File: src/hw/rtl/sapq_pkg.sv
// ----------------------------------------------------------------------------
// sapq_pkg
// Shared types and constants of the sorted array priority queue.
// ----------------------------------------------------------------------------
package sapq_pkg;

	localparam int unsigned DEPTH_DEFAULT = 8;
	localparam int unsigned DATA_W        = 32;
	localparam int unsigned OCC_W         = 4;

	localparam logic OP_INSERT = 1'b0;
	localparam logic OP_REMOVE = 1'b1;

	typedef enum logic [1:0] {
		ST_INSERTED = 2'd0,
		ST_FULL     = 2'd1,
		ST_REMOVED  = 2'd2,
		ST_EMPTY    = 2'd3
	} status_t;

	typedef enum logic [2:0] {
		S_IDLE,
		S_HEAD,
		S_WALK,
		S_PLACE,
		S_DONE
	} fsm_t;

	typedef struct packed {
		logic signed [DATA_W-1:0] value;
		logic signed [DATA_W-1:0] prio;
	} entry_t;

endpackage

File: src/hw/rtl/sapq_req_if.sv
// ----------------------------------------------------------------------------
// sapq_req_if
// Request channel: insert or remove words with valid/ready handshake.
// ----------------------------------------------------------------------------
interface sapq_req_if;
	logic                                 valid;
	logic                                 ready;
	logic                                 op;
	logic signed [sapq_pkg::DATA_W-1:0] item_value;
	logic signed [sapq_pkg::DATA_W-1:0] item_priority;

	modport source (output valid, output op, output item_value, output item_priority,
		input ready);
	modport sink (input valid, input op, input item_value, input item_priority,
		output ready);
endinterface

File: src/hw/rtl/sapq_rsp_if.sv
// ----------------------------------------------------------------------------
// sapq_rsp_if
// Response channel: status, removed head and occupancy with valid/ready.
// ----------------------------------------------------------------------------
interface sapq_rsp_if;
	logic                                 valid;
	logic                                 ready;
	logic [1:0]                           status;
	logic signed [sapq_pkg::DATA_W-1:0] head_value;
	logic signed [sapq_pkg::DATA_W-1:0] head_priority;
	logic [sapq_pkg::OCC_W-1:0]         occupancy;

	modport source (output valid, output status, output head_value,
		output head_priority, output occupancy, input ready);
	modport sink (input valid, input status, input head_value,
		input head_priority, input occupancy, output ready);
endinterface

File: src/hw/rtl/sorted_array_priority_queue.sv
// ----------------------------------------------------------------------------
// sorted_array_priority_queue
// Bounded priority queue of DEPTH entries kept sorted by ascending priority
// number in one single-port-write, single-port-read memory used as a ring.
// A remove reads the head entry and advances the head pointer. An insert
// walks from the tail toward the head, one memory read and one write per
// cycle, moving each entry with a larger priority number one place back.
// Inserts into an empty queue, rejected inserts and removes from an empty
// queue skip the walk and go straight to the done state.
// One word is worked on at a time, and a finished result waits in an
// output register while the next word is accepted.
// ----------------------------------------------------------------------------
module sorted_array_priority_queue #(
	parameter int unsigned DEPTH = sapq_pkg::DEPTH_DEFAULT
) (
	input  logic clk,
	input  logic arst_n,
	sapq_req_if.sink   req,
	sapq_rsp_if.source rsp
);
	import sapq_pkg::*;

	localparam int unsigned AW = (DEPTH > 1) ? $clog2(DEPTH) : 1;
	localparam int unsigned CW = $clog2(DEPTH + 1);

	fsm_t            state_q, state_d;
	logic [AW-1:0]   head_q, head_d;
	logic [AW-1:0]   j_q, j_d;
	logic [CW-1:0]   cnt_q, cnt_d;
	entry_t          item_q, item_d;
	status_t         res_status_q, res_status_d;
	entry_t          res_head_q, res_head_d;

	logic            rsp_valid_q;
	status_t         rsp_status_q;
	entry_t          rsp_head_q;
	logic [CW-1:0]   rsp_cnt_q;

	entry_t          mem [DEPTH];
	entry_t          rd_data_q;
	logic            rd_en;
	logic [AW-1:0]   rd_lidx, rd_addr;
	logic            wr_en;
	logic [AW-1:0]   wr_lidx, wr_addr;
	entry_t          wr_data;
	logic [AW:0]     rd_sum, wr_sum, head_sum;

	// logical to physical index in the ring
	always_comb begin
		rd_sum   = {1'b0, head_q} + {1'b0, rd_lidx};
		wr_sum   = {1'b0, head_q} + {1'b0, wr_lidx};
		head_sum = {1'b0, head_q} + (AW+1)'(1);
		rd_addr  = (rd_sum >= (AW+1)'(DEPTH)) ? AW'(rd_sum - (AW+1)'(DEPTH)) : AW'(rd_sum);
		wr_addr  = (wr_sum >= (AW+1)'(DEPTH)) ? AW'(wr_sum - (AW+1)'(DEPTH)) : AW'(wr_sum);
	end

	always_ff @(posedge clk) begin
		if (wr_en) begin
			mem[wr_addr] <= wr_data;
		end
		if (rd_en) begin
			rd_data_q <= mem[rd_addr];
		end
	end

	assign req.ready = (state_q == S_IDLE);

	always_comb begin
		state_d      = state_q;
		head_d       = head_q;
		j_d          = j_q;
		cnt_d        = cnt_q;
		item_d       = item_q;
		res_status_d = res_status_q;
		res_head_d   = res_head_q;
		rd_en        = 1'b0;
		rd_lidx      = '0;
		wr_en        = 1'b0;
		wr_lidx      = j_q;
		wr_data      = item_q;
		unique case (state_q)
			S_IDLE: begin
				if (req.valid) begin
					item_d     = '{value: req.item_value, prio: req.item_priority};
					res_head_d = '0;
					if (req.op == OP_REMOVE) begin
						if (cnt_q == '0) begin
							res_status_d = ST_EMPTY;
							state_d      = S_DONE;
						end else begin
							rd_en   = 1'b1;
							state_d = S_HEAD;
						end
					end else if (cnt_q == CW'(DEPTH)) begin
						res_status_d = ST_FULL;
						state_d      = S_DONE;
					end else if (cnt_q == '0) begin
						wr_en        = 1'b1;
						wr_lidx      = '0;
						wr_data      = '{value: req.item_value, prio: req.item_priority};
						cnt_d        = cnt_q + CW'(1);
						res_status_d = ST_INSERTED;
						state_d      = S_DONE;
					end else begin
						j_d     = AW'(cnt_q);
						rd_en   = 1'b1;
						rd_lidx = AW'(cnt_q - CW'(1));
						state_d = S_WALK;
					end
				end
			end
			S_HEAD: begin
				res_head_d   = rd_data_q;
				res_status_d = ST_REMOVED;
				head_d       = (head_sum >= (AW+1)'(DEPTH)) ? '0 : AW'(head_sum);
				cnt_d        = cnt_q - CW'(1);
				state_d      = S_DONE;
			end
			S_WALK: begin
				wr_en = 1'b1;
				if (item_q.prio < rd_data_q.prio) begin
					wr_data = rd_data_q;
					j_d     = j_q - AW'(1);
					if (j_q == AW'(1)) begin
						state_d = S_PLACE;
					end else begin
						rd_en   = 1'b1;
						rd_lidx = j_q - AW'(2);
					end
				end else begin
					cnt_d        = cnt_q + CW'(1);
					res_status_d = ST_INSERTED;
					state_d      = S_DONE;
				end
			end
			S_PLACE: begin
				wr_en        = 1'b1;
				cnt_d        = cnt_q + CW'(1);
				res_status_d = ST_INSERTED;
				state_d      = S_DONE;
			end
			S_DONE: begin
				if (!rsp_valid_q || rsp.ready) begin
					state_d = S_IDLE;
				end
			end
			default: state_d = S_IDLE;
		endcase
	end

	always_ff @(posedge clk or negedge arst_n) begin
		if (!arst_n) begin
			state_q     <= S_IDLE;
			head_q      <= '0;
			cnt_q       <= '0;
			rsp_valid_q <= 1'b0;
		end else begin
			state_q <= state_d;
			head_q  <= head_d;
			cnt_q   <= cnt_d;
			if (state_q == S_DONE && (!rsp_valid_q || rsp.ready)) begin
				rsp_valid_q <= 1'b1;
			end else if (rsp.ready) begin
				rsp_valid_q <= 1'b0;
			end
		end
	end

	always_ff @(posedge clk) begin
		j_q          <= j_d;
		item_q       <= item_d;
		res_status_q <= res_status_d;
		res_head_q   <= res_head_d;
		if (state_q == S_DONE && (!rsp_valid_q || rsp.ready)) begin
			rsp_status_q <= res_status_q;
			rsp_head_q   <= res_head_q;
			rsp_cnt_q    <= cnt_q;
		end
	end

	assign rsp.valid         = rsp_valid_q;
	assign rsp.status        = rsp_status_q;
	assign rsp.head_value    = rsp_head_q.value;
	assign rsp.head_priority = rsp_head_q.prio;
	assign rsp.occupancy     = OCC_W'(rsp_cnt_q);

	a_cnt_bound: assert property (@(posedge clk) disable iff (!arst_n)
		cnt_q <= CW'(DEPTH))
		else $error("entry count above depth");

	a_no_rw_clash: assert property (@(posedge clk) disable iff (!arst_n)
		(state_q == S_WALK && rd_en) |-> (rd_addr != wr_addr))
		else $error("walk reads the entry it writes");

	a_walk_nonempty: assert property (@(posedge clk) disable iff (!arst_n)
		(state_q == S_IDLE && state_d == S_WALK) |-> (cnt_q != '0 && cnt_q != CW'(DEPTH)))
		else $error("insert walk started on empty or full queue");

endmodule

File: src/flat_wrapper.sv
// flat-port wrapper written by rule: the top's interface ports become plain ports
module sorted_array_priority_queue_flat import sapq_pkg::*;
#(
	parameter int unsigned DEPTH = sapq_pkg::DEPTH_DEFAULT
)
  (clk, arst_n, req_valid, req_op, req_item_value, req_item_priority, req_ready, rsp_valid, rsp_status, rsp_head_value, rsp_head_priority, rsp_occupancy, rsp_ready);
  sapq_req_if req_i ();
  sapq_rsp_if rsp_i ();
  input  logic clk;
  input  logic arst_n;
  input wire logic [$bits(req_i.valid)-1:0] req_valid;
  input wire logic [$bits(req_i.op)-1:0] req_op;
  input wire logic [$bits(req_i.item_value)-1:0] req_item_value;
  input wire logic [$bits(req_i.item_priority)-1:0] req_item_priority;
  output wire logic [$bits(req_i.ready)-1:0] req_ready;
  output wire logic [$bits(rsp_i.valid)-1:0] rsp_valid;
  output wire logic [$bits(rsp_i.status)-1:0] rsp_status;
  output wire logic [$bits(rsp_i.head_value)-1:0] rsp_head_value;
  output wire logic [$bits(rsp_i.head_priority)-1:0] rsp_head_priority;
  output wire logic [$bits(rsp_i.occupancy)-1:0] rsp_occupancy;
  input wire logic [$bits(rsp_i.ready)-1:0] rsp_ready;
  assign req_i.valid = req_valid;
  assign req_i.op = req_op;
  assign req_i.item_value = req_item_value;
  assign req_i.item_priority = req_item_priority;
  assign req_ready = req_i.ready;
  assign rsp_valid = rsp_i.valid;
  assign rsp_status = rsp_i.status;
  assign rsp_head_value = rsp_i.head_value;
  assign rsp_head_priority = rsp_i.head_priority;
  assign rsp_occupancy = rsp_i.occupancy;
  assign rsp_i.ready = rsp_ready;
  sorted_array_priority_queue #(.DEPTH(DEPTH)) u_core (.clk(clk), .arst_n(arst_n), .req(req_i), .rsp(rsp_i));
endmodule
File: config.mk
export PLATFORM = sky130hd
export DESIGN_NAME = sorted_array_priority_queue_flat
export DESIGN_NICKNAME = d
export VERILOG_FILES = /design/src/hw/rtl/sapq_pkg.sv /design/src/hw/rtl/sapq_req_if.sv /design/src/hw/rtl/sapq_rsp_if.sv /design/src/hw/rtl/sorted_array_priority_queue.sv /design/src/flat_wrapper.sv
export SDC_FILE = /design/constraint.sdc
export NUM_CORES = 1
export LEC_CHECK = 0
export ABC_CLOCK_PERIOD_IN_PS = 22400
export BUFFER_PORTS_ARGS = -buffer_cell sky130_fd_sc_hd__buf_2
export CAP_MARGIN = 10
export CORE_UTILIZATION = 65
export DETAILED_ROUTE_END_ITERATION = 8
export PLACE_DENSITY_LB_ADDON = 0.08
export RECOVER_POWER = 100
export SLEW_MARGIN = 40
export SYNTH_ARGS = -nofsm -noshare
export SYNTH_HDL_FRONTEND = slang
export SYNTH_SLANG_ARGS = --single-unit
File: constraint.sdc
create_clock -name clk -period 22.4 [get_ports clk]
set_input_delay 4.48 -clock clk [delete_from_list [all_inputs] [get_ports clk]]
set_output_delay 4.48 -clock clk [all_outputs]
set_load 0.05 [all_outputs]
==> impl_metrics.yaml, run 1 <==
status:
  status: "finished, violations left"
  violations: "max-capacitance violations, max-slew violations"
pwr:
  peakVddDrop_v: 0.000149
  p_per_area_mw_per_mm2: 165
  p_leak_uw: 0.0113
synthesis:
  synth_compound_area_share_pct: 3.22
  syn_avg_cell_area_um2: 20.7
  syn-cell-area_mm2: 0.0305
  synth_area_leader_cell: "edfxtp_1"
  postSynthNetCount: 1584
  synth_ff_type: "edfxtp_1"
  synth_edf_count: 779
  synth_cells: 1475
  synth_seq_cells: 790
  yosysWarningCount: 0
  synth_cell_types: 45
  synth.area.top_cells: "edfxtp_1, mux4_2, mux2_4"
  synth_adder_area_share_pct: 1.69
  synthSimpleGateAreaFrac_pct: 2.32
  synth_top_area_share_pct: 76.6
  async_flop_share_pct: 1.39
  ys_seq_area_share_pct: 77.5
  synth_top_family_by_area: "multiplexers"
  synth_xor_xnor_area_share_pct: 0.406
  synth_mux_area_share_pct: 12.6
critical_path:
  path_cells: "clkbuf_1, nor2b_1, nand2_1, nor2_4, clkbuf_1, o21ai_0, nor3_1, clkbuf_1"
  critPathArrivalTime_ps: 13920
  critPathLaunchType: "input pin"
  worstPathRequired_ps: 22510
  cpMaxStageDelayCell: "clkbuf_1"
  critPathCaptureType: "flop"
  max_stage_delay_ps: 3140
  cp_max_fo: 67
  critical_path_class: "in2reg"
  timing.critical_path.mode_cell: "clkbuf_1"
run:
  maxCapViolCount: 23
finish:
  fin_area_mm2: 0.0339
  final_common_cell: "edfxtp_1"
  antennaDiodeCount: 0
  nNetsFinal: 1765
  layout_common_cells: "edfxtp_1, clkbuf_1, mux4_2"
  drive_gt1_share_pct: 15.7
  post-route-util_pct: 72.9
  syn_to_final_growth_pct: 10.9
placed_design:
  port_buffers: 140
  hpwl_um: 32600
  place_area_mm2: 0.0322
  place_ws_ps: 13570
  gp_congestion: 0.806
timing:
  max_freq_mhz: 72.4
  hold_ws_ps: 417
  min_period_ps: 13810
  slew_viol_final: 989
  slew_headroom_pct: -203
  setup_violations: 0
  rsz0062_at_grt: "no"
  fin_crit_sh_pct: 61.7
  skew_ps: 15.5
  worst_pin_slew_ps: 4540
  tns_ps: 0
  finalHoldViolations: 0
  worst_slack_ps: 8590
hold_path:
  hp-class: "reg2reg"
die:
  rows: 79
  start_util_pct: 65.7
  die-area_mm2: 0.0478
  core_area_mm2: 0.0465
  chipWidth_um: 219
  num_io_pins: 141
  dieHeight_um: 219
detailed_routing:
  antenna_left: 0
  via_per_inst: 6.37
  vias: 14781
  drt-total-wl_um: 60600
  drt-pass1-iter-count: 9
  drt-initial-drc-count: 1999
  wire_per_inst_um: 26.1
  drc: 0
clock_network:
  clock-sinks: 790
  cts_buffers: 75
  cts_hold_buf: 0
  htreeDepth: 3
  cts_resized: 0
  cts_tree: "yes"
  clock_path_buffers: 3
  cts_root_buf: "clkbuf_16"
  clk_latency_ps: 610
  clkTransAtPathRegs_ps: 60
  post_cts_buffers: 0
global_routing:
  grt.total_usage_pct: 26.3
  antenna_found_initial: 0
  grt_max_degree: 75
  grt_pass1_vias: 14736
  gr-total-overflow: 0
  grt_pass1_wl_um: 90900
-- routing by layer --
layer | global-route usage (%) | wire (um) | up-vias
li1 | - | - | 6350
met1 | 38.7 | 24800 | 7688
met2 | 41.2 | 29600 | 659
met3 | 4.20 | 5030 | 84
met4 | 8.50 | 1220 | 0
met5 | 0 | 0 | -
-- logic make-up (layout without fill, tap and decap cells) --
group,after synthesis,after routing
flip-flops,790,790
buffers and inverters,170,408
XOR/XNOR,12,12
AO/OA/AOI/OAI,120,120
multiplexers,194,194
adder cells (fa/ha/maj),40,40
AND/OR/NAND/NOR,149,149
-- through the flow --
step                      power, uW  instances
after floorplan                3960       1475
after global placement         4420       2183
after detailed placement       4510       2186
after CTS                      5720       2320
after global routing           5850       2320
final                          5590       2320
-- path summary, 6_finish.rpt --
path | cells after the start | slack [ps] | to | start
max in group asynchronous | 1 | 18080 | u_core.cnt_q[0] | arst_n
hold reg to reg | 0 | 420 | u_core.rsp.head_value[25] | u_core.res_head_q[57]
setup reg to reg | 9 | 11750 | u_core.mem[7][43] | u_core.cnt_q[0]
min in group asynchronous | 1 | 3890 | u_core.head_q[2] | arst_n
setup / recovery | 8 | 8590 | u_core.mem[7][43] | req_valid
hold / removal | 0 | 420 | u_core.rsp.head_value[25] | u_core.res_head_q[57]
-- cell type report --
| cell class | instances | area [um2] |
|---|---|---|
| repair buffers | 168 | 691 |
| inverters | 106 | 399 |
| flip-flops and latches | 790 | 23700 |
| fillers | 2793 | 12600 |
| multi-input cells | 515 | 6010 |
| well taps | 607 | 759 |
| clock buffers | 88 | 2010 |
| clock inverters | 46 | 335 |
-- worst max-delay path: cells and delay by family --
| family | cells | cell delay [ps] |
|---|---|---|
| and+or+nand+nor | 4 | 2100 |
| buffers and inverters | 3 | 6150 |
| AOI/OAI and AO/OA | 1 | 1110 |
-- synthesized netlist by cell type, drive strengths merged (3+ instances only) --
master and number:
edfxtp 779, mux4 128, inv 106, mux2 64
a222oi 63, clkbuf 55, nor2 52, ha 38
and2 33, nand2 29, a21oi 22, o21ai 18
dfrtp 11, nor3 11, buf 9, nand3 8
xnor2 8, nand2b 4, xor2 4, a21boi 3
nand4 3
-- power by group --
group	internal, uW	switching [uW]
sequential	2320	124
combinational	718	1220
clock	689	524
-- registers in the layout (all words and copies together), names as in the netlist, 3 cells and up --
| name | count |
|---|---|
| u_core.cnt_q | 4 |
| u_core.head_q | 3 |
| u_core.item_q | 64 |
| u_core.j_q | 3 |
| u_core.mem | 512 |
| u_core.rd_data_q | 64 |
| u_core.res_head_q | 64 |
| u_core.rsp.head_priority | 32 |
| u_core.rsp.head_value | 32 |
| u_core.rsp.occupancy | 4 |
| u_core.state_q | 3 |
Power figures use the tool's default switching activity.
==> run 2, diff against run 1 <==
--- a/config.mk
+++ b/config.mk
@@ -5,10 +5,10 @@
 export SDC_FILE = /design/constraint.sdc
 export NUM_CORES = 1
 export LEC_CHECK = 0
-export ABC_CLOCK_PERIOD_IN_PS = 22400
+export ABC_CLOCK_PERIOD_IN_PS = 13300
 export BUFFER_PORTS_ARGS = -buffer_cell sky130_fd_sc_hd__buf_2
 export CAP_MARGIN = 10
-export CORE_UTILIZATION = 65
+export CORE_UTILIZATION = 61
 export DETAILED_ROUTE_END_ITERATION = 8
 export PLACE_DENSITY_LB_ADDON = 0.08
 export RECOVER_POWER = 100
==> constraint.sdc (replaced) <==
create_clock -name clk -period 13.3 [get_ports clk]
set_input_delay 2.66 -clock clk [delete_from_list [all_inputs] [get_ports clk]]
set_output_delay 2.66 -clock clk [all_outputs]
set_load 0.05 [all_outputs]
==> impl_metrics.yaml, run 2 (synthesis results as in run 1) <==
critical_path:
  reg2reg_depth: 14
  cp_top_family: "buffers and inverters"
  timing.critical_path.mode_cell: "clkbuf_1"
  critPathArrivalTime_ps: 9800
  r2r-end: "u_core.rd_data_q[54]"
  cp_max_fo: 67
  reg2reg_slack_ps: 4490
  cp_num_buf_inv: 4
  critical_path_class: "in2reg"
  max_stage_delay_ps: 3080
  cpMaxStageDelayCell: "clkbuf_1"
  critPathCaptureType: "flop"
  worstReg2RegStart: "u_core.rd_data_q[31]"
  path_cells: "clkbuf_1, nor2b_1, nand2_1, nor2_4, clkbuf_1, o21ai_0, nor2_1, buf_16, buf_4"
  worstPathRequired_ps: 13540
  critPathLaunchType: "input pin"
hold_path:
  hp-class: "reg2reg"
  hold_path.startpoint: "u_core.res_head_q[14]"
  whs_path_depth: 0
  hold_end: "u_core.rsp.head_priority[14]"
clock_network:
  cts_buffers: 80
  cts_hold_buf: 0
  post_cts_buffers: 0
  cts_tree: "yes"
  cts_root_buf: "clkbuf_16"
  clock-sinks: 790
  clk_latency_ps: 610
  clock_path_buffers: 3
  cts_resized: 0
  htreeDepth: 3
  clkTransAtPathRegs_ps: 60
pwr:
  netSwitchingFraction_pct: 33.6
  p_per_area_mw_per_mm2: 274
  p_comb_share_pct: 33.8
  peakVddDrop_v: 0.000193
  power_frac_seq_pct: 43.9
  p_int_uw: 6230
  p_switching_uw: 3150
  p_leak_uw: 0.0114
  clkPwrFrac_pct: 22.3
detailed_routing:
  wire_per_inst_um: 25.6
  drt-initial-drc-count: 1675
  antenna_left: 0
  vias: 14571
  route.met2.wl_um: 29000
  route.met3.wl_um: 4470
  wl_met1_um: 26500
  via_per_inst: 6.12
  drt-total-wl_um: 60900
  top_layer: "met4"
  drt-pass1-iter-count: 9
  drc: 2
timing:
  finalHoldViolations: 0
  rsz0062_at_grt: "no"
  slew_viol_final: 523
  worst_pin_slew_ps: 4470
  max_freq_mhz: 105
  hold_ws_ps: 417
  skew_ps: 21.6
  setup_violations: 0
  tns_ps: 0
  fin_crit_sh_pct: 71.9
  min_period_ps: 9570
  slew_headroom_pct: -198
  worst_slack_ps: 3730
die:
  dieHeight_um: 226
  start_util_pct: 62.1
  num_io_pins: 141
  chipWidth_um: 226
  core_area_mm2: 0.0492
  die-area_mm2: 0.0510
  rows: 81
global_routing:
  grt_pass1_vias: 14928
  grt_pass1_wl_um: 91600
  gr-total-overflow: 0
  grt_max_degree: 77
  grt.total_usage_pct: 24.8
  antenna_found_initial: 0
placed_design:
  place_ws_ps: 6460
  hpwl_um: 32700
  dp_cells: 2245
  port_buffers: 140
  gp_congestion: 0.783
status:
  status: "finished, violations left"
  violations: "design-rule violations, max-capacitance violations, max-slew violations"
finish:
  largest_reg_flops: 512
  drive_gt1_share_pct: 16.3
  regMostFlops: "u_core.mem"
  final_common_cell: "edfxtp_1"
  syn_to_final_growth_pct: 11.9
  layout_common_cells: "edfxtp_1, clkbuf_1, mux4_2"
  fin_cells: 2382
  post-route-util_pct: 69.5
  nNetsFinal: 1772
run:
  maxCapViolCount: 12
[run 2: cell count changes in the layout (fill, tap and decap cells not counted), moves of 4 or more]
cell        delta
clkinv_2       -9
clkbuf_1       -6
buf_4          +5
buf_6          +5
clkbuf_16      +5
clkinvlp_4     -4
[run 2: layer usage]
metal / GRT usage, % / vias to the layer above
met5: 0 / -
met4: 7.15 / 0
met3: 3.59 / 65
met2: 38.6 / 578
met1: 37.2 / 7569
li1: - / 6359
[run 2: worst max-delay path by stage]
stage / from / to / slack, ps / cells past startpoint
floorplan: req_valid / u_core.mem[2][0] / 4010 / 11
global placement: req_valid / u_core.mem[1][43] / 6050 / 14
detailed placement: req_op / u_core.mem[1][43] / 6460 / 15
CTS: req_valid / u_core.mem[1][45] / 7050 / 15
global route: req_valid / u_core.mem[1][45] / 3390 / 9
finish: req_valid / u_core.mem[1][45] / 3730 / 9
[run 2: final cells by class]
cell class | instances | area [um2]
Fill cell | 3155 | 15000
Timing Repair Buffer | 170 | 797
Inverter | 106 | 399
Tap cell | 664 | 831
Multi-Input combinational cell | 515 | 6050
Antenna cell | 1 | 2.50
Clock inverter | 35 | 249
Sequential cell | 790 | 23700
Clock buffer | 101 | 2190
[run 2: through the flow]
stage / instance area (um2) / total power [uW]
6_report: 34200 / 9380
5_1_grt: 34200 / 9810
2_1_floorplan: 30500 / 6670
4_1_cts: 34700 / 9710
3_3_place_gp: 32100 / 7490
3_5_place_dp: 32200 / 7610
[run 2: power by group through the flow]
stage / sequential (uW) / clock, uW / combinational (uW)
after floorplan: 4390 / 0 / 2280
after global placement: 4110 / 0 / 3390
after detailed placement: 4110 / 0 / 3500
after CTS: 4070 / 2130 / 3510
after global routing: 4170 / 2210 / 3430
final: 4120 / 2090 / 3170
